[src/design/assert_macros.svh]
// ----------------------------------------------------------------------------
// assert_macros.svh
// Concurrent assertion macros used by the top-level design file.
// ----------------------------------------------------------------------------
`ifndef ASSERT_MACROS_SVH
`define ASSERT_MACROS_SVH

`ifndef ASSERT_OFF

// Same-cycle implication, checked on every rising clock edge out of reset.
`define ASSERT_IMPLY(lbl, clk, rstn, ante, cons) \
	lbl: assert property (@(posedge clk) disable iff (!rstn) (ante) |-> (cons)) \
		else $error("same-cycle implication failed");

// Next-cycle implication, checked on every rising clock edge out of reset.
`define ASSERT_NEXT(lbl, clk, rstn, ante, cons) \
	lbl: assert property (@(posedge clk) disable iff (!rstn) (ante) |=> (cons)) \
		else $error("next-cycle implication failed");

`else

`define ASSERT_IMPLY(lbl, clk, rstn, ante, cons)
`define ASSERT_NEXT(lbl, clk, rstn, ante, cons)

`endif

`endif

[src/design/tsg_pkg.sv]
// ----------------------------------------------------------------------------
// tsg_pkg
// Shared constants, width helpers and types of the tetrahedron gradient block.
// ----------------------------------------------------------------------------
package tsg_pkg;

	localparam int COORD_WIDTH_DEF = 16;
	localparam int GRAD_W          = 32;
	localparam int JAC_W           = 52;
	localparam int NODE_W          = 2;
	localparam int FRAC_SHIFT      = 24;
	localparam int QDEPTH          = 2;
	localparam logic [NODE_W-1:0] NODE_LAST = 2'd3;

	typedef enum logic [1:0] {
		BK_IDLE,
		BK_DIV,
		BK_OUT
	} bk_state_t;

	// Width of one cofactor (difference of edge products, a*b - c*d).
	function automatic int cof_w(input int cw);
		return 2 * cw + 3;
	endfunction

	// Width of one gradient numerator (node 0 sums three cofactors).
	function automatic int gval_w(input int cw);
		return 2 * cw + 5;
	endfunction

	// Width of the internal determinant, kept modulo 2^64 at most.
	function automatic int jint_w(input int cw);
		return (3 * cw + 6 > 64) ? 64 : 3 * cw + 6;
	endfunction

	// One queue entry: nine cofactors, three node 0 sums, the determinant.
	function automatic int entry_w(input int cw);
		return 12 * gval_w(cw) + jint_w(cw);
	endfunction

endpackage

[src/design/tsg_fifo.sv]
// ----------------------------------------------------------------------------
// tsg_fifo
// Short register queue that decouples the pipeline from the divider.
// ----------------------------------------------------------------------------
module tsg_fifo #(
	parameter int WIDTH = 8
) (
	input  logic             clk,
	input  logic             arst_n,
	input  logic             wr_valid,
	output logic             wr_ready,
	input  logic [WIDTH-1:0] wr_data,
	output logic             rd_valid,
	input  logic             rd_ready,
	output logic [WIDTH-1:0] rd_data
);
	import tsg_pkg::*;

	localparam int PTRW = $clog2(QDEPTH);
	localparam int CNTW = $clog2(QDEPTH + 1);

	logic [WIDTH-1:0] mem_q [QDEPTH];
	logic [PTRW-1:0]  wr_ptr_q, rd_ptr_q;
	logic [CNTW-1:0]  count_q;
	logic             do_wr, do_rd;

	assign wr_ready = count_q != CNTW'(QDEPTH);
	assign rd_valid = count_q != '0;
	assign rd_data  = mem_q[rd_ptr_q];
	assign do_wr    = wr_valid && wr_ready;
	assign do_rd    = rd_valid && rd_ready;

	always_ff @(posedge clk or negedge arst_n) begin
		if (!arst_n) begin
			wr_ptr_q <= '0;
			rd_ptr_q <= '0;
			count_q  <= '0;
		end else begin
			if (do_wr) begin
				wr_ptr_q <= (wr_ptr_q == PTRW'(QDEPTH - 1)) ? '0 : wr_ptr_q + 1'b1;
			end
			if (do_rd) begin
				rd_ptr_q <= (rd_ptr_q == PTRW'(QDEPTH - 1)) ? '0 : rd_ptr_q + 1'b1;
			end
			if (do_wr && !do_rd) begin
				count_q <= count_q + 1'b1;
			end else if (do_rd && !do_wr) begin
				count_q <= count_q - 1'b1;
			end
		end
	end

	always_ff @(posedge clk) begin
		if (do_wr) begin
			mem_q[wr_ptr_q] <= wr_data;
		end
	end

endmodule

[config.mk]
export PLATFORM = sky130hd
export DESIGN_NAME = tsg_fifo
export DESIGN_NICKNAME = d
export VERILOG_FILES = /design/src/design/assert_macros.svh /design/src/design/tsg_pkg.sv /design/src/design/tsg_fifo.sv
export SDC_FILE = /design/constraint.sdc
export NUM_CORES = 1
export LEC_CHECK = 0
export BUFFER_PORTS_ARGS = -buffer_cell sky130_fd_sc_hd__buf_2
export CAP_MARGIN = 20
export CORE_MARGIN = 8
export CORE_UTILIZATION = 44
export DETAILED_ROUTE_END_ITERATION = 8
export GPL_ROUTABILITY_DRIVEN = 0
export PLACE_DENSITY = 0.72
export RECOVER_POWER = 100
export SLEW_MARGIN = 0
export SYNTH_ARGS = -nofsm -noshare
export SYNTH_HDL_FRONTEND = slang
export SYNTH_SLANG_ARGS = --single-unit
[constraint.sdc]
create_clock -name clk -period 1.4 [get_ports clk]
set_input_delay 0.07 -clock clk [delete_from_list [all_inputs] [get_ports clk]]
set_output_delay 0.07 -clock clk [all_outputs]
set_load 0.005 [all_outputs]
=== Word level (Yosys, flattened, before mapping) ===
Memories as Yosys holds them, arrays and structs flattened.
Index checks and enable logic that the tools add are counted.

* Register bits: 4
* Bits of input ports: 12
* Logic and storage cells: 23
* RAM bits: 16
* Bits in latches: 0
* Output and inout port bits: 10
* ROM bits: 0
* Memories kept: 1

* $add $sub $neg: 4
* Bitwise logic cells: 0
* Reduce and logical (&&, ||, !) cells: 8
* Multipliers: 0
* Equal/unequal tests: 1
* Shifts and indexed selects: 0
* Div/mod/pow operators: 0
* Magnitude comparators: 0
* Multiplexer cells: 6

{| class="wikitable"
|+ Memory list
! memory !! depth !! bits a word !! rd ports !! clocked after Yosys merged registers in !! wr ports !! RTL line !! RTL
|-
| mem_q || 2 || 8 || 1 || 0 || 1 || tsg_fifo.sv:22 || <nowiki>logic [WIDTH-1:0] mem_q [QDEPTH];</nowiki>
|}

{| class="wikitable"
|+ Operators with widths
! cell !! count
|-
| logical AND 1 bit || 4
|-
| 2-to-1 mux 1 bit || 4
|-
| 2-to-1 mux 2 bit || 2
|-
| nonzero test 2 bit || 2
|-
| adder 1 bit (second input constant) || 2
|-
| adder 2 x 1 -> 2 bit (second input constant) || 1
|-
| logical NOT 1 bit || 2
|-
| inequality test 2 bit (second input constant) || 1
|-
| subtractor 2 x 1 -> 2 bit (second input constant) || 1
|}

=== Logic depth before layout (Yosys ltp) ===
* Word-level depth: 6
* Mapped depth: 7
* Gate-level depth less buffers: 7

=== Least setup slack after synthesis ===
OpenSTA, ideal clock, no wires.

* Path type: register to register
* Start: register count_q[0]
* End: memory mem_q[0][0] (enable)
* Setup time: 0.370 ns
* Stages on the path, launching flop included: 4
* Data arrival time: 1.000 ns
* Buffers on the path: 0
* Setup slack: 0.030 ns
* Cells stage by stage: dfrtp_1 -> nand2b_4 -> nand2_1 -> nor2_1

* Longest elaborated chain between the ends: 4

{| class="wikitable"
|+ RTL lines
! item !! RTL line !! RTL
|-
| start: declaration || tsg_fifo.sv:24 || <nowiki>logic [CNTW-1:0] count_q;</nowiki>
|-
| start signal: assignment || tsg_fifo.sv:46 || <nowiki>count_q <= count_q + 1'b1;</nowiki>
|-
| start signal: assignment || tsg_fifo.sv:48 || <nowiki>count_q <= count_q - 1'b1;</nowiki>
|-
| inequality test 2 bit || tsg_fifo.sv:27 || <nowiki>assign wr_ready = count_q != CNTW'(QDEPTH);</nowiki>
|-
| via wr_ready || tsg_fifo.sv:11 || <nowiki>output logic wr_ready,</nowiki>
|-
| logical AND 1 bit || tsg_fifo.sv:30 || <nowiki>assign do_wr = wr_valid && wr_ready;</nowiki>
|-
| 2-to-1 mux 1 bit || tsg_fifo.sv:54 || <nowiki>if (do_wr) begin</nowiki>
|-
| 2-to-1 mux 1 bit (implied by the code) || tsg_fifo.sv:55 || <nowiki>mem_q[wr_ptr_q] <= wr_data;</nowiki>
|-
| end: declaration || tsg_fifo.sv:22 ||
|}

The timed path passes the listed nets, and every way through them passes these cells.

=== Worst setup path after layout ===
* Start: register count_q[1]
* End: register count_q[1]

* Longest elaborated chain between the ends: 5
* Elaborated cells between the ends (all ways): 13
* Classes of those cells: add/sub (2); eq/ne (1); mux (2); reduce/logical (8)

{| class="wikitable"
|+ RTL lines
! item
|-
| parallel branches: the longest is 5 deep, another holds subtractor 2 x 1 -> 2 bit
|}

Several ways; the timed one is not identified. The select of a mux whose other input is x is not followed.
A chain may end at the register's enable or synchronous reset.

==> flow_metrics.py <==
metrics = {
    "status": {
        "status": "finished clean",
    },
    "floorplanning": {
        "die_h_um": 58.29,
        "start_util_pct": 46.08,
        "rows": 15,
        "die_x_um": 58.29,
        "die-area_sq_um": 3398,
        "pin_count": 22,
        "coreArea_sq_um": 1708,
    },
    "cells_and_area": {
        "areaGrowthSynthToFinish_pct": 40.38,
        "diodes": 0,
        "layout.nets": 98,
        "stdcell_count": 109,
        "fillers": 135,
        "final_cell_mix": "buf_2 (16), edfxtp_1 (16), dlygate4sd3_1 (9)",
        "drive_gt1_share_pct": 50.00,
    },
    "critical_path": {
        "crit_arrival_ns": 1.56,
        "cp-end-kind": "flip-flop",
        "path_common_cell": "xor2_1",
        "critical_path_required_ns": 1.59,
        "critPathBufInv": 0,
        "crit_path_max_incr_delay_ns": 0.43,
        "cp_slowest_cell": "dfrtp_1",
        "crit_fanout": 3,
        "crit_family": "flip-flops",
        "path_class": "flip-flop to flip-flop",
        "startpoint_type": "flip-flop",
        "worstPathCellList": "or2_4, nand2_4, ha_4, xor2_1, nor2_1, xor2_1",
    },
    "global_route": {
        "antenna_found_initial": 0,
        "grt_pass1_wl_mm": 2.125,
        "grt_max_degree": 12,
        "grt-ovfl-total": 0,
        "grt_usage_pct": 8.668,
        "first_global_vias": 481,
    },
    "timing": {
        "post-route-period-util_pct": 97.73,
        "hold_viol_final": 0,
        "finalSetupViolations": 0,
        "fmax_mhz": 730.8,
        "setup-tns-final_ns": 0,
        "skew_ns": 0.007292,
        "slew_viol_final": 0,
        "rsz0062_at_grt": "yes",
        "fin_crit_ns": 1.368,
        "relSlewSlack_pct": 74.96,
        "tightest_slew_ns": 0.3756,
    },
    "clocking": {
        "cts_inserted_buffers": 3,
        "root_buffer": "clkbuf_4",
        "clkLatencyLatePin_ns": 0.30,
        "numClockSinks": 20,
        "cts_htree_levels": 1,
        "tritoncts": "done",
        "clock_path_buffers": 2,
        "cts.clk_slew.worst_paths_ns": 0.10,
    },
    "power": {
        "ir_worst_vdd_uv": 1255,
        "leakage_nw": 0.4453,
        "p_per_area_nw_per_um2": 1845,
        "total_power_w": 0.002039,
    },
    "logic_synthesis": {
        "ys_seq_area_share_pct": 73.77,
        "yosysUniqueCellTypes": 14,
        "avgSynthCellArea_sq_um": 18.30,
        "synthCells": 43,
        "synthArstFlopShare_pct": 20.00,
        "synth.cell_area_sq_um": 787.0,
        "ys_warn_count": 0,
        "synth_nets": 56,
        "ys_ff_latch": 20,
        "synth-edff-count": 16,
        "synth_flop_cell": "edfxtp_1",
    },
    "detailed_routing": {
        "routed_wl_mm": 1.460,
        "vias_per_cell": 4.394,
        "drtIter0Drc": 10,
        "antenna_left": 0,
        "dr_total_vias": 479,
        "routedWlPerCell_um": 13.39,
        "route.detailed.drc": 0,
        "firstDrtPassIters": 4,
    },
    "hold_path": {
        "min-delay-path-class": "primary input to flip-flop",
    },
    "place": {
        "dpl.hpwl_um": 972.6,
        "place.detailed.instances": 92,
        "portBuffers": 21,
    },
    "flow_run": {
        "maxCapViolations": 0,
    },
}
-- cell families after synthesis --
family	Yosys count	synth area share (%)
xor gates and xnor gates	5	5.565
adders and majority gates	1	1.590
muxes	8	11.45
DFF	20	73.77
buffers and inverters	2	1.112
and+or+nand+nor	7	6.518
-- flip-flops by register name (all words and copies together) (netlist names) --
name,count
rd_ptr_q,1
wr_ptr_q,1
count_q,2
mem_q,16
-- layout make-up --
type | instances | area, sq um | share of cell area [%]
flip-flops and latches | 20 | 581.8 | 52.66
repair buffers | 38 | 249.0 | 22.54
multi-input cells | 21 | 212.7 | 19.25
well taps | 25 | 31.28 | 2.831
clock buffers | 3 | 22.52 | 2.039
clock inverters | 1 | 3.754 | 0.3398
inverters | 1 | 3.754 | 0.3398
-- worst reg2reg max path, delay by kind of cell, from the launching register on --
kind / cells / cell delay (ns)
simple gates: 3 / 0.42
fa+ha+maj: 1 / 0.12
flops: 1 / 0.43
xor+xnor: 2 / 0.29
-- power breakdown --
part           switching, W  internal [W]
sequential        0.0000740      0.000834
clock              0.000172      0.000104
combinational      0.000360      0.000495
-- metal layers --
| layer | share of wire [%] | up-vias | track usage, % |
|---|---|---|---|
| met3 | 6.7 | 4 | 3.478 |
| met4 | 2.2 | 0 | 7.343 |
| met1 | 40 | 225 | 8.488 |
| met5 | 0 | - | 0 |
| li1 | - | 234 | - |
| met2 | 51 | 16 | 14.02 |
-- worst paths after layout --
path                             from         end  slack (ns)  depth (start not counted)
hold reg to reg              wr_ptr_q    wr_ptr_q        0.51                          1
setup / recovery           count_q[1]  count_q[1]        0.03                          6
setup reg to reg           count_q[1]  count_q[1]        0.03                          6
min in group asynchronous      arst_n  count_q[1]        0.15                          2
hold / removal               wr_valid    wr_ptr_q        0.13                          4
max in group asynchronous      arst_n    rd_ptr_q        1.03                          2
-- Yosys cell counts, types with 2 or more instances --
master     n  area (sq um)
xnor2_1    3         26.28
mux2_2     8         90.09
dfrtp_1    4         100.1
xor2_1     2         17.52
edfxtp_1  16         480.5
nor2_1     2         7.510
-- through the flow --
stage,hold slack (ns),setup slack (ns),instance area (sq um),util [%]
after global routing,0.1283,-0.04703,1105,64.69
final,0.1290,0.03171,1105,64.69
after detailed placement,-0.1188,0.02155,948.4,55.53
after global placement,-0.1206,0.05792,948.4,55.53
after floorplan,-0.2256,0.02954,787.0,-
after CTS,0.01900,0.01107,1074,62.86
-- repair_timing --
item | in CTS | in global routing
hold buffers | 9 | 0
gates resized for setup | 1 | 6
cloned | 0 | 0
setup endpoints to repair | 9 | 9
buffers inserted | 1 | 3
pin swaps | 0 | 6
endpoints found under the hold margin | 20 | 0
(Power assumes the default switching activity.)
