--- src/design/assert_macros.svh ---
// ----------------------------------------------------------------------------
// assert_macros.svh
// Concurrent assertion macros used by the top-level design file.
// ----------------------------------------------------------------------------
`ifndef ASSERT_MACROS_SVH
`define ASSERT_MACROS_SVH

`ifndef ASSERT_OFF

// Same-cycle implication, checked on every rising clock edge out of reset.
`define ASSERT_IMPLY(lbl, clk, rstn, ante, cons) \
	lbl: assert property (@(posedge clk) disable iff (!rstn) (ante) |-> (cons)) \
		else $error("same-cycle implication failed");

// Next-cycle implication, checked on every rising clock edge out of reset.
`define ASSERT_NEXT(lbl, clk, rstn, ante, cons) \
	lbl: assert property (@(posedge clk) disable iff (!rstn) (ante) |=> (cons)) \
		else $error("next-cycle implication failed");

`else

`define ASSERT_IMPLY(lbl, clk, rstn, ante, cons)
`define ASSERT_NEXT(lbl, clk, rstn, ante, cons)

`endif

`endif

--- src/design/tsg_pkg.sv ---
// ----------------------------------------------------------------------------
// tsg_pkg
// Shared constants, width helpers and types of the tetrahedron gradient block.
// ----------------------------------------------------------------------------
package tsg_pkg;

	localparam int COORD_WIDTH_DEF = 16;
	localparam int GRAD_W          = 32;
	localparam int JAC_W           = 52;
	localparam int NODE_W          = 2;
	localparam int FRAC_SHIFT      = 24;
	localparam int QDEPTH          = 2;
	localparam logic [NODE_W-1:0] NODE_LAST = 2'd3;

	typedef enum logic [1:0] {
		BK_IDLE,
		BK_DIV,
		BK_OUT
	} bk_state_t;

	// Width of one cofactor (difference of edge products, a*b - c*d).
	function automatic int cof_w(input int cw);
		return 2 * cw + 3;
	endfunction

	// Width of one gradient numerator (node 0 sums three cofactors).
	function automatic int gval_w(input int cw);
		return 2 * cw + 5;
	endfunction

	// Width of the internal determinant, kept modulo 2^64 at most.
	function automatic int jint_w(input int cw);
		return (3 * cw + 6 > 64) ? 64 : 3 * cw + 6;
	endfunction

	// One queue entry: nine cofactors, three node 0 sums, the determinant.
	function automatic int entry_w(input int cw);
		return 12 * gval_w(cw) + jint_w(cw);
	endfunction

endpackage

--- src/design/tsg_back.sv ---
// ----------------------------------------------------------------------------
// tsg_back
// Three radix-2 dividers that turn the queued cofactors into node gradients.
// ----------------------------------------------------------------------------
module tsg_back #(
	parameter int COORD_WIDTH = tsg_pkg::COORD_WIDTH_DEF,
	localparam int EW = tsg_pkg::entry_w(COORD_WIDTH)
) (
	input  logic                                clk,
	input  logic                                arst_n,
	input  logic                                q_valid,
	output logic                                q_ready,
	input  logic [EW-1:0]                       q_data,
	output logic                                out_valid,
	input  logic                                out_ready,
	output logic [tsg_pkg::NODE_W-1:0]          node,
	output logic signed [tsg_pkg::GRAD_W-1:0]   grad_x,
	output logic signed [tsg_pkg::GRAD_W-1:0]   grad_y,
	output logic signed [tsg_pkg::GRAD_W-1:0]   grad_z,
	output logic signed [tsg_pkg::JAC_W-1:0]    jacobian,
	output logic                                singular,
	output logic                                last
);
	import tsg_pkg::*;

	localparam int GW   = gval_w(COORD_WIDTH);
	localparam int JW   = jint_w(COORD_WIDTH);
	localparam int PRE  = GRAD_W - FRAC_SHIFT;
	localparam int CNTW = $clog2(GRAD_W);
	localparam logic [CNTW-1:0] ITER_LAST = CNTW'(GRAD_W - 1);

	// Saturate a 32-bit quotient magnitude to a signed Q16.16 result.
	function automatic logic [GRAD_W-1:0] sat_q(
		input logic [GRAD_W-1:0] q,
		input logic              ovf,
		input logic              neg
	);
		logic [GRAD_W-1:0] pmax;
		logic [GRAD_W-1:0] nmin;
		pmax = {1'b0, {(GRAD_W-1){1'b1}}};
		nmin = {1'b1, {(GRAD_W-1){1'b0}}};
		if (ovf) begin
			return neg ? nmin : pmax;
		end else if (neg) begin
			return q[GRAD_W-1] ? nmin : -q;
		end
		return q[GRAD_W-1] ? pmax : q;
	endfunction

	bk_state_t state_q, state_d;
	logic [CNTW-1:0]   cnt_q;
	logic [NODE_W-1:0] node_q, load_node;
	logic              load, step, pop;

	logic signed [GW-1:0] cval [3][4];
	logic signed [JW-1:0] jval;
	logic signed [63:0]   j64;
	logic [JW-1:0]        jmag;
	logic                 jneg, jzero;
	logic signed [GW-1:0] csel [3];
	logic [GW-1:0]        cmag [3];
	logic                 covf [3];

	logic [JW-1:0]     d_q;
	logic [JW-1:0]     r_q [3];
	logic [GRAD_W-1:0] n_q [3];
	logic [GRAD_W-1:0] qv_q [3];
	logic              neg_q [3];
	logic              ovf_q [3];
	logic [JW:0]       rs [3];
	logic              qbit [3];
	logic [GRAD_W-1:0] gres [3];

	// Head of the queue: node 0 sums first, then the cofactor columns.
	always_comb begin
		for (int a = 0; a < 3; a++) begin
			cval[a][0] = q_data[(9+a)*GW +: GW];
			for (int b = 0; b < 3; b++) begin
				cval[a][b+1] = q_data[(a*3+b)*GW +: GW];
			end
		end
	end

	assign jval  = q_data[12*GW +: JW];
	assign j64   = 64'(jval);
	assign jneg  = jval[JW-1];
	assign jzero = jval == '0;
	assign jmag  = jneg ? JW'(-jval) : JW'(jval);

	assign load_node = (state_q == BK_OUT) ? node_q + 1'b1 : '0;

	always_comb begin
		for (int a = 0; a < 3; a++) begin
			csel[a] = cval[a][load_node];
			cmag[a] = csel[a][GW-1] ? GW'(-csel[a]) : GW'(csel[a]);
			// Quotient would need more than 32 bits.
			covf[a] = (JW+PRE)'(cmag[a]) >= {jmag, PRE'(0)};
			rs[a]   = {r_q[a], n_q[a][GRAD_W-1]};
			qbit[a] = rs[a] >= {1'b0, d_q};
			gres[a] = jzero ? '0 : sat_q(qv_q[a], ovf_q[a], neg_q[a]);
		end
	end

	always_comb begin
		state_d   = state_q;
		load      = 1'b0;
		step      = 1'b0;
		pop       = 1'b0;
		out_valid = 1'b0;
		unique case (state_q)
			BK_IDLE: begin
				if (q_valid) begin
					load    = 1'b1;
					state_d = BK_DIV;
				end
			end
			BK_DIV: begin
				step = 1'b1;
				if (cnt_q == ITER_LAST) begin
					state_d = BK_OUT;
				end
			end
			BK_OUT: begin
				out_valid = 1'b1;
				if (out_ready) begin
					if (node_q == NODE_LAST) begin
						pop     = 1'b1;
						state_d = BK_IDLE;
					end else begin
						load    = 1'b1;
						state_d = BK_DIV;
					end
				end
			end
			default: begin
				state_d = BK_IDLE;
			end
		endcase
	end

	always_ff @(posedge clk or negedge arst_n) begin
		if (!arst_n) begin
			state_q <= BK_IDLE;
			cnt_q   <= '0;
			node_q  <= '0;
		end else begin
			state_q <= state_d;
			if (load) begin
				cnt_q  <= '0;
				node_q <= load_node;
			end else if (step) begin
				cnt_q <= cnt_q + 1'b1;
			end
		end
	end

	always_ff @(posedge clk) begin
		if (load) begin
			d_q <= jmag;
		end
		for (int a = 0; a < 3; a++) begin
			if (load) begin
				r_q[a]   <= JW'(cmag[a] >> PRE);
				n_q[a]   <= {cmag[a][PRE-1:0], FRAC_SHIFT'(0)};
				qv_q[a]  <= '0;
				neg_q[a] <= csel[a][GW-1] ^ jneg;
				ovf_q[a] <= covf[a];
			end else if (step) begin
				r_q[a]  <= qbit[a] ? JW'(rs[a] - {1'b0, d_q}) : JW'(rs[a]);
				n_q[a]  <= {n_q[a][GRAD_W-2:0], 1'b0};
				qv_q[a] <= {qv_q[a][GRAD_W-2:0], qbit[a]};
			end
		end
	end

	assign q_ready  = pop;
	assign node     = node_q;
	assign last     = node_q == NODE_LAST;
	assign singular = jzero;
	assign jacobian = j64[JAC_W-1:0];
	assign grad_x   = gres[0];
	assign grad_y   = gres[1];
	assign grad_z   = gres[2];

endmodule

--- config.mk ---
export PLATFORM = sky130hd
export DESIGN_NAME = tsg_back
export DESIGN_NICKNAME = d
export VERILOG_FILES = /design/src/design/assert_macros.svh /design/src/design/tsg_pkg.sv /design/src/design/tsg_back.sv
export SDC_FILE = /design/constraint.sdc
export NUM_CORES = 2
export LEC_CHECK = 0
export ABC_AREA = 0
export BUFFER_PORTS_ARGS = -buffer_cell sky130_fd_sc_hd__buf_2
export CAP_MARGIN = 20
export CORE_AREA = 4 4 319 321
export CTS_CLUSTER_DIAMETER = 200
export DETAILED_ROUTE_END_ITERATION = 8
export DIE_AREA = 0 0 323 325
export HOLD_SLACK_MARGIN = 0.12
export SLEW_MARGIN = 20
export SYNTH_ARGS = -nofsm -noshare
export SYNTH_HDL_FRONTEND = slang
export SYNTH_SLANG_ARGS = --single-unit
--- constraint.sdc ---
create_clock -name clk -period 21.9 [get_ports clk]
set_clock_uncertainty 0.1 [all_clocks]
set_input_delay 1.095 -clock clk [delete_from_list [all_inputs] [get_ports clk]]
set_output_delay 1.095 -clock clk [all_outputs]
set_load 0.05 [all_outputs]
== Word-level counts from Yosys, hierarchy flattened ==
Memories as Yosys holds them, arrays and structs flattened.
Index checks and enable logic that the tools add are counted.
Cells by class
  bitwise operators: 13
  divide/modulo/power cells: 0
  add/subtract/negate cells: 12
  reduce and logical (&&, ||, !) cells: 4
  muxes and demuxes: 74
  multiply operators: 0
  equal/unequal tests: 7
  order comparisons: 7
  shift operators: 0
Operator list (count)
  32-bit two-way mux: 21
  54-bit two-way mux: 7
  37-bit two-way mux: 9
  37-bit binary-select mux with 2-bit select: 3
  37-bit by 62-bit >= comparator with 1-bit output: 3
  31-bit two-way mux: 6
  55-bit by 54-bit >= comparator with 1-bit output: 3
  54-bit subtractor: 3
  37-bit negation: 3
  32-bit negation: 3
  54-bit logical NOT: 1
  54-bit negation: 1
  1-bit two-way mux: 20
  5-bit two-way mux: 2
  1-bit bitwise OR: 9
  2-bit two-way mux: 4
  2-bit != test (second input constant): 3
  2-bit case mux with 3 select lines: 1
  5-bit by 1-bit adder with 5-bit output (second input constant): 1
  5-bit == test (second input constant): 1
  2-bit == test (second input constant): 2
  3-bit >= comparator (second input constant): 1
  2-bit NOT with 3-bit output: 1
  3-bit AND reduction: 1
  6 further kinds: 8
Storage, ports and cells
  output and inout port bits: 154
  flip-flop bits (word level): 63
  latch bits: 0
  bits of input ports: 502
  logic and storage cells: 126
  RAM bits: 357
  memories: 5
  bits in read-only memories: 0
Memories
  r_q: words 3, bits a word 54, read ports 3, clocked after Yosys merged registers in 0, wr ports 3, RTL line tsg_back.sv:65  | logic [JW-1:0] r_q [3];
  qv_q: words 3, bits a word 32, read ports 3, clocked after Yosys merged registers in 0, wr ports 3, RTL line tsg_back.sv:67  | logic [GRAD_W-1:0] qv_q [3];
  n_q: words 3, bits a word 31, read ports 3, clocked after Yosys merged registers in 0, wr ports 3, RTL line tsg_back.sv:66  | logic [GRAD_W-1:0] n_q [3];
  neg_q: words 3, bits a word 1, read ports 3, clocked after Yosys merged registers in 0, wr ports 3, RTL line tsg_back.sv:68  | logic neg_q [3];
  ovf_q: words 3, bits a word 1, read ports 3, clocked after Yosys merged registers in 0, wr ports 3, RTL line tsg_back.sv:69  | logic ovf_q [3];

== Logic depth before layout (Yosys ltp) ==
  depth after elaboration: 9
  mapped depth: 28
  depth with buffers taken out: 20

== Worst setup path before layout ==
OpenSTA, ideal clock, no wires.
  path type: register -> register
  start point: register node_q[0] (netlist: node[0])
  end point: register cnt_q[0]
  arrival: 8.486 ns
  clock period less this slack: 8.919 ns
  setup slack: 12.981 ns
  library setup time: 0.333 ns
  required time: 21.467 ns
  buffers on the path: 0
  cell stages (with the launch flop): 6
  path through: dfrtp_1 > ha_1 > nand3b_1 > a21oi_1 > or2_2 > mux2i_1
Between the ends
  cells in the longest elaborated chain, start to end: 5
  elaborated cells between the ends (all ways): 6
  those cells by class: eq/ne: 1; mux: 4; reduce/logical: 1
RTL lines
  start, declared: RTL line tsg_back.sv:52  | logic [NODE_W-1:0] node_q, load_node;
  start signal, assigned: RTL line tsg_back.sv:150  | node_q <= load_node;
  2-bit == test (*)
  via last: RTL line tsg_back.sv:22  | output logic last
  1-bit two-way mux (*): RTL line tsg_back.sv:126  | if (node_q == NODE_LAST) begin
  1-bit two-way mux (*): RTL line tsg_back.sv:125  | if (out_ready) begin
  1-bit case mux with 2 select lines (*): RTL line tsg_back.sv:110  | unique case (state_q)
  via load: RTL line tsg_back.sv:53  | logic load, step, pop;
  5-bit two-way mux or 2-bit nonzero test (tied branches)
  end signal, assigned: RTL line tsg_back.sv:152  | cnt_q <= cnt_q + 1'b1;
  end, declared: RTL line tsg_back.sv:51  | logic [CNTW-1:0] cnt_q;
The timed path passes the listed nets; every way through them passes the cells marked *.
A chain may end at the register's enable or synchronous reset.

==> run summary <==
Outcome - complete, but fails checks
Failing checks - max-slew violations
Clock transition at path regs - 0.07 ns
I/O pin cnt - 656
CTS tree - yes
Finished Core Util - 44.87%
Syn nets - 5647
Grt met1 use - 40.64%
Clk Latency, worst-skew pair - 0.59 ns
Yosys top cell area share - 26.10%
RR Startpoint - node[0]
Antenna Nets Post-Route - 0
Max Fclk - 137.0 MHz
XOR/XNOR Fraction of Synth Area - 6.311%
Final setup violation count - 0
Initial DRC Count - 4101
Cells after Synth - 4882
# rows - 116
Die height - 325 um
Yosys cell types - 94
Fillers - 10190
Detailed placer's ending HPWL - 136.6 mm
Largest net degree at the start of global routing - 175
Routability Congestion - 1.023
Synth warn - 0
Worst Path Arrival - 7.65 ns
Vias per cell - 6.064
Synth area leaders - edfxtp_1, ha_1, nor2_1
CTS H-tree lvls - 2
Hold Buf Count CTS - 0
Crit path launch type - flip-flop
RSZ-0062 raised after global routing - no
CP Max Fanout - 61
Total track usage - 30.73%
Post-synthesis compound-gate area fraction - 23.89%
Cell taking the most area after synthesis - edfxtp_1
Number of setup buffers added after CTS - 0
Placed Cells - 6532
Cell count of the worst reg-to-reg path - 18
Min Tclk post-route - 7.298 ns
Crit Path Class - reg2reg
Maximum VDD drop - 0.07906 mV
Post-synth EDFFs - 342
Multiplexer share of the synthesized area - 5.160%
Global routing usage on met2 - 48.89%
Clk Tree Root Cell - clkbuf_16
Via count - 40170
Placed Area - 0.04310 mm2
Critical Path Sink - ovf_q[0][1]
Ys flop type - edfxtp_1
Worst hold path type - in2async
Synth Area in Adders - 8.419%
Met3 usage - 3.976%
Post-Syn Area - 0.03935 mm2
MaxCap Viol Count - 0
Design area - 0.04455 mm2
Die Wd - 323 um
Period Utilization, post-route - 33.32%
Setup_tns - 0 ns
CTS buffer count - 44
IO Port Bufs - 655
Share of flip-flops with an asynchronous set or reset - 2.564%
Detailed Route WL - 169.8 mm
Final Hold Viols - 0
R2r endpoint - ovf_q[0][1]
Critical path endpoint category - flip-flop
Gr busiest metal - met2
Hold WS - 0.3071 ns
Largest family of logic cells by synthesized area - compound AO/OA/AOI/OAI gates
Relative slew margins - -2.434%
Core Box Area - 0.09928 mm2
Reg2Reg Setup Slack - 14.60 ns
Drt first pass iters - 9
DR WL/cell - 25.64 um
# DRC - 0
CTS resizes - 0
Critical Path RT - 22.26 ns
Die area - 0.1050 mm2
Syn Area/Cell - 8.061 um2
Final cell count without fillers - 6624
Initial Util - 39.64%
Leak Pwr - 18.53 nW
Max-slew violations - 79
Pwr per Cell Area - 132.8 mW/mm2
Gr ovfl total - 0
Synth Area in Simple Gates - 23.59%
Post-synthesis sequential area ratio - 26.67%
CTS Sinks - 351
Fin nets - 6045
#FFs+latches synth - 351
Crit. Startpoint - node[0]
Vias in the first global route - 37720
Initial antenna violation count - 20
Bufs on Longest Clock Path - 3
Worst-margin pin slew - 1.537 ns
Layout cells sized above 1 - 16.87%
First-pass GRT wire length - 245.0 mm
Area Growth Syn to Fin - 13.19%
-- flip-flops by register name (all words and copies together) (netlist names) --
| signal | flops |
|---|---|
| cnt_q | 5 |
| d_q | 54 |
| n_q | 24 |
| neg_q | 3 |
| node | 2 |
| ovf_q | 3 |
| qv_q | 96 |
| r_q | 162 |
| state_q | 2 |
-- layout by cell type (no fill, tap or decap), types with 26 or more instances in the layout --
| master | count |
|---|---|
| o21ai_0 | 226 |
| clkbuf_16 | 45 |
| o21a_1 | 36 |
| a21o_1 | 116 |
| nand4_1 | 84 |
| o31ai_1 | 46 |
| nor4_1 | 47 |
| inv_1 | 166 |
| nor3b_1 | 41 |
| nor4b_1 | 31 |
| o21bai_1 | 39 |
| mux2_2 | 39 |
| ha_1 | 259 |
| nor2_1 | 529 |
| xor2_1 | 98 |
| and3_1 | 28 |
| a21oi_1 | 387 |
| a211oi_1 | 40 |
| buf_2 | 655 |
| nor2b_1 | 97 |
| xnor2_1 | 180 |
| mux2i_1 | 158 |
| a31oi_1 | 116 |
| o22ai_1 | 28 |
| a2bb2oi_1 | 46 |
| or3_1 | 34 |
| nor3_1 | 80 |
| or4_1 | 26 |
| nand2b_1 | 71 |
| buf_4 | 57 |
| nand3_1 | 98 |
| nand2_1 | 452 |
| edfxtp_1 | 342 |
| and2_1 | 121 |
| o22a_1 | 86 |
-- logic make-up (layout without fill, tap and decap cells) --
kind of cell             Yosys count  in the layout
adder cells (fa/ha/maj)          263            263
flip-flops                       351            351
XOR/XNOR                         281            281
AND/OR/NAND/NOR                 1844           1844
multiplexers                     198            198
buffers and inverters            529            963
other                              0             10
AO/OA/AOI/OAI                   1416           1416
-- cells in the mapped netlist, drive strengths merged (40+ instances only) --
master and number:
a31oi 116, mux2i 159, a2bb2oi 46, a211oi 40
nand3 98, a21o 116, xnor2 180, nand2b 72
nor4 50, nor3b 42, buf 129, ha 260
and2 125, nor2 530, nor2b 98, a21oi 390
nor3 81, edfxtp 342, xor2 101, nand4 85
clkbuf 232, o22a 86, nand2 453, o31ai 46
inv 166, o21ai 235
-- worst max-delay path: stages, from the launching register on --
cell and delay, ns:
dfrtp_4 0.96, ha_4 0.52, and3b_4 0.76, a2bb2oi_1 0.18, a222oi_1 0.80, and4_1 0.40, nand3_1 0.29, or3_1 0.51
o21a_1 0.22, xnor2_1 0.43, inv_1 0.11, ha_1 0.30, nand4_1 0.12, nor2_1 0.24, nand3_1 0.11, a2111oi_0 0.29
nand4_1 0.21, a211oi_1 0.35, o21a_1 0.17
-- per-stage QoR --
stage,setup WS [ns],power [W]
2_1_floorplan,12.98,0.004167
3_3_place_gp,14.87,0.005099
3_5_place_dp,14.82,0.005114
4_1_cts,14.77,0.005879
5_1_grt,14.40,0.006348
6_report,14.60,0.005918
-- power breakdown --
group / leakage [nW] / switching (W) / total [W] / internal, W
Clock: 0.674 / 0.000320 / 0.000735 / 0.000415
Sequential: 3.69 / 0.000240 / 0.00147 / 0.00123
Combinational: 14.2 / 0.00234 / 0.00371 / 0.00137
Total: 18.5 / 0.00290 / 0.00592 / 0.00302
-- worst min-delay path by stage --
stage	startpoint	endpoint	cells after the start
6_report	arst_n	cnt_q[3]	1
5_1_grt	arst_n	cnt_q[3]	1
4_1_cts	arst_n	cnt_q[3]	1
3_5_place_dp	cnt_q[0]	cnt_q[0]	1
3_3_place_gp	cnt_q[0]	cnt_q[0]	1
2_1_floorplan	cnt_q[0]	cnt_q[0]	1
-- layer usage --
| metal | wire [um] | vias to the layer above |
|---|---|---|
| li1 | - | 18870 |
| met1 | 71390 | 19200 |
| met2 | 76270 | 1795 |
| met3 | 11710 | 304 |
| met4 | 10410 | 4 |
| met5 | 26 | - |
-- area by class of cell --
| cell class | count | area (um2) | share of cell area, % |
|---|---|---|---|
| multi-input combinational | 4002 | 26620 | 59.76 |
| sequential | 351 | 10500 | 23.57 |
| timing repair buffer | 713 | 3726 | 8.365 |
| tap | 1298 | 1624 | 3.646 |
| clock buffer | 51 | 1149 | 2.579 |
| inverter | 168 | 631.9 | 1.418 |
| clock inverter | 31 | 266.5 | 0.5983 |
| antenna | 10 | 25.02 | 0.05618 |
No activity file was read; power rests on OpenSTA's default activity.
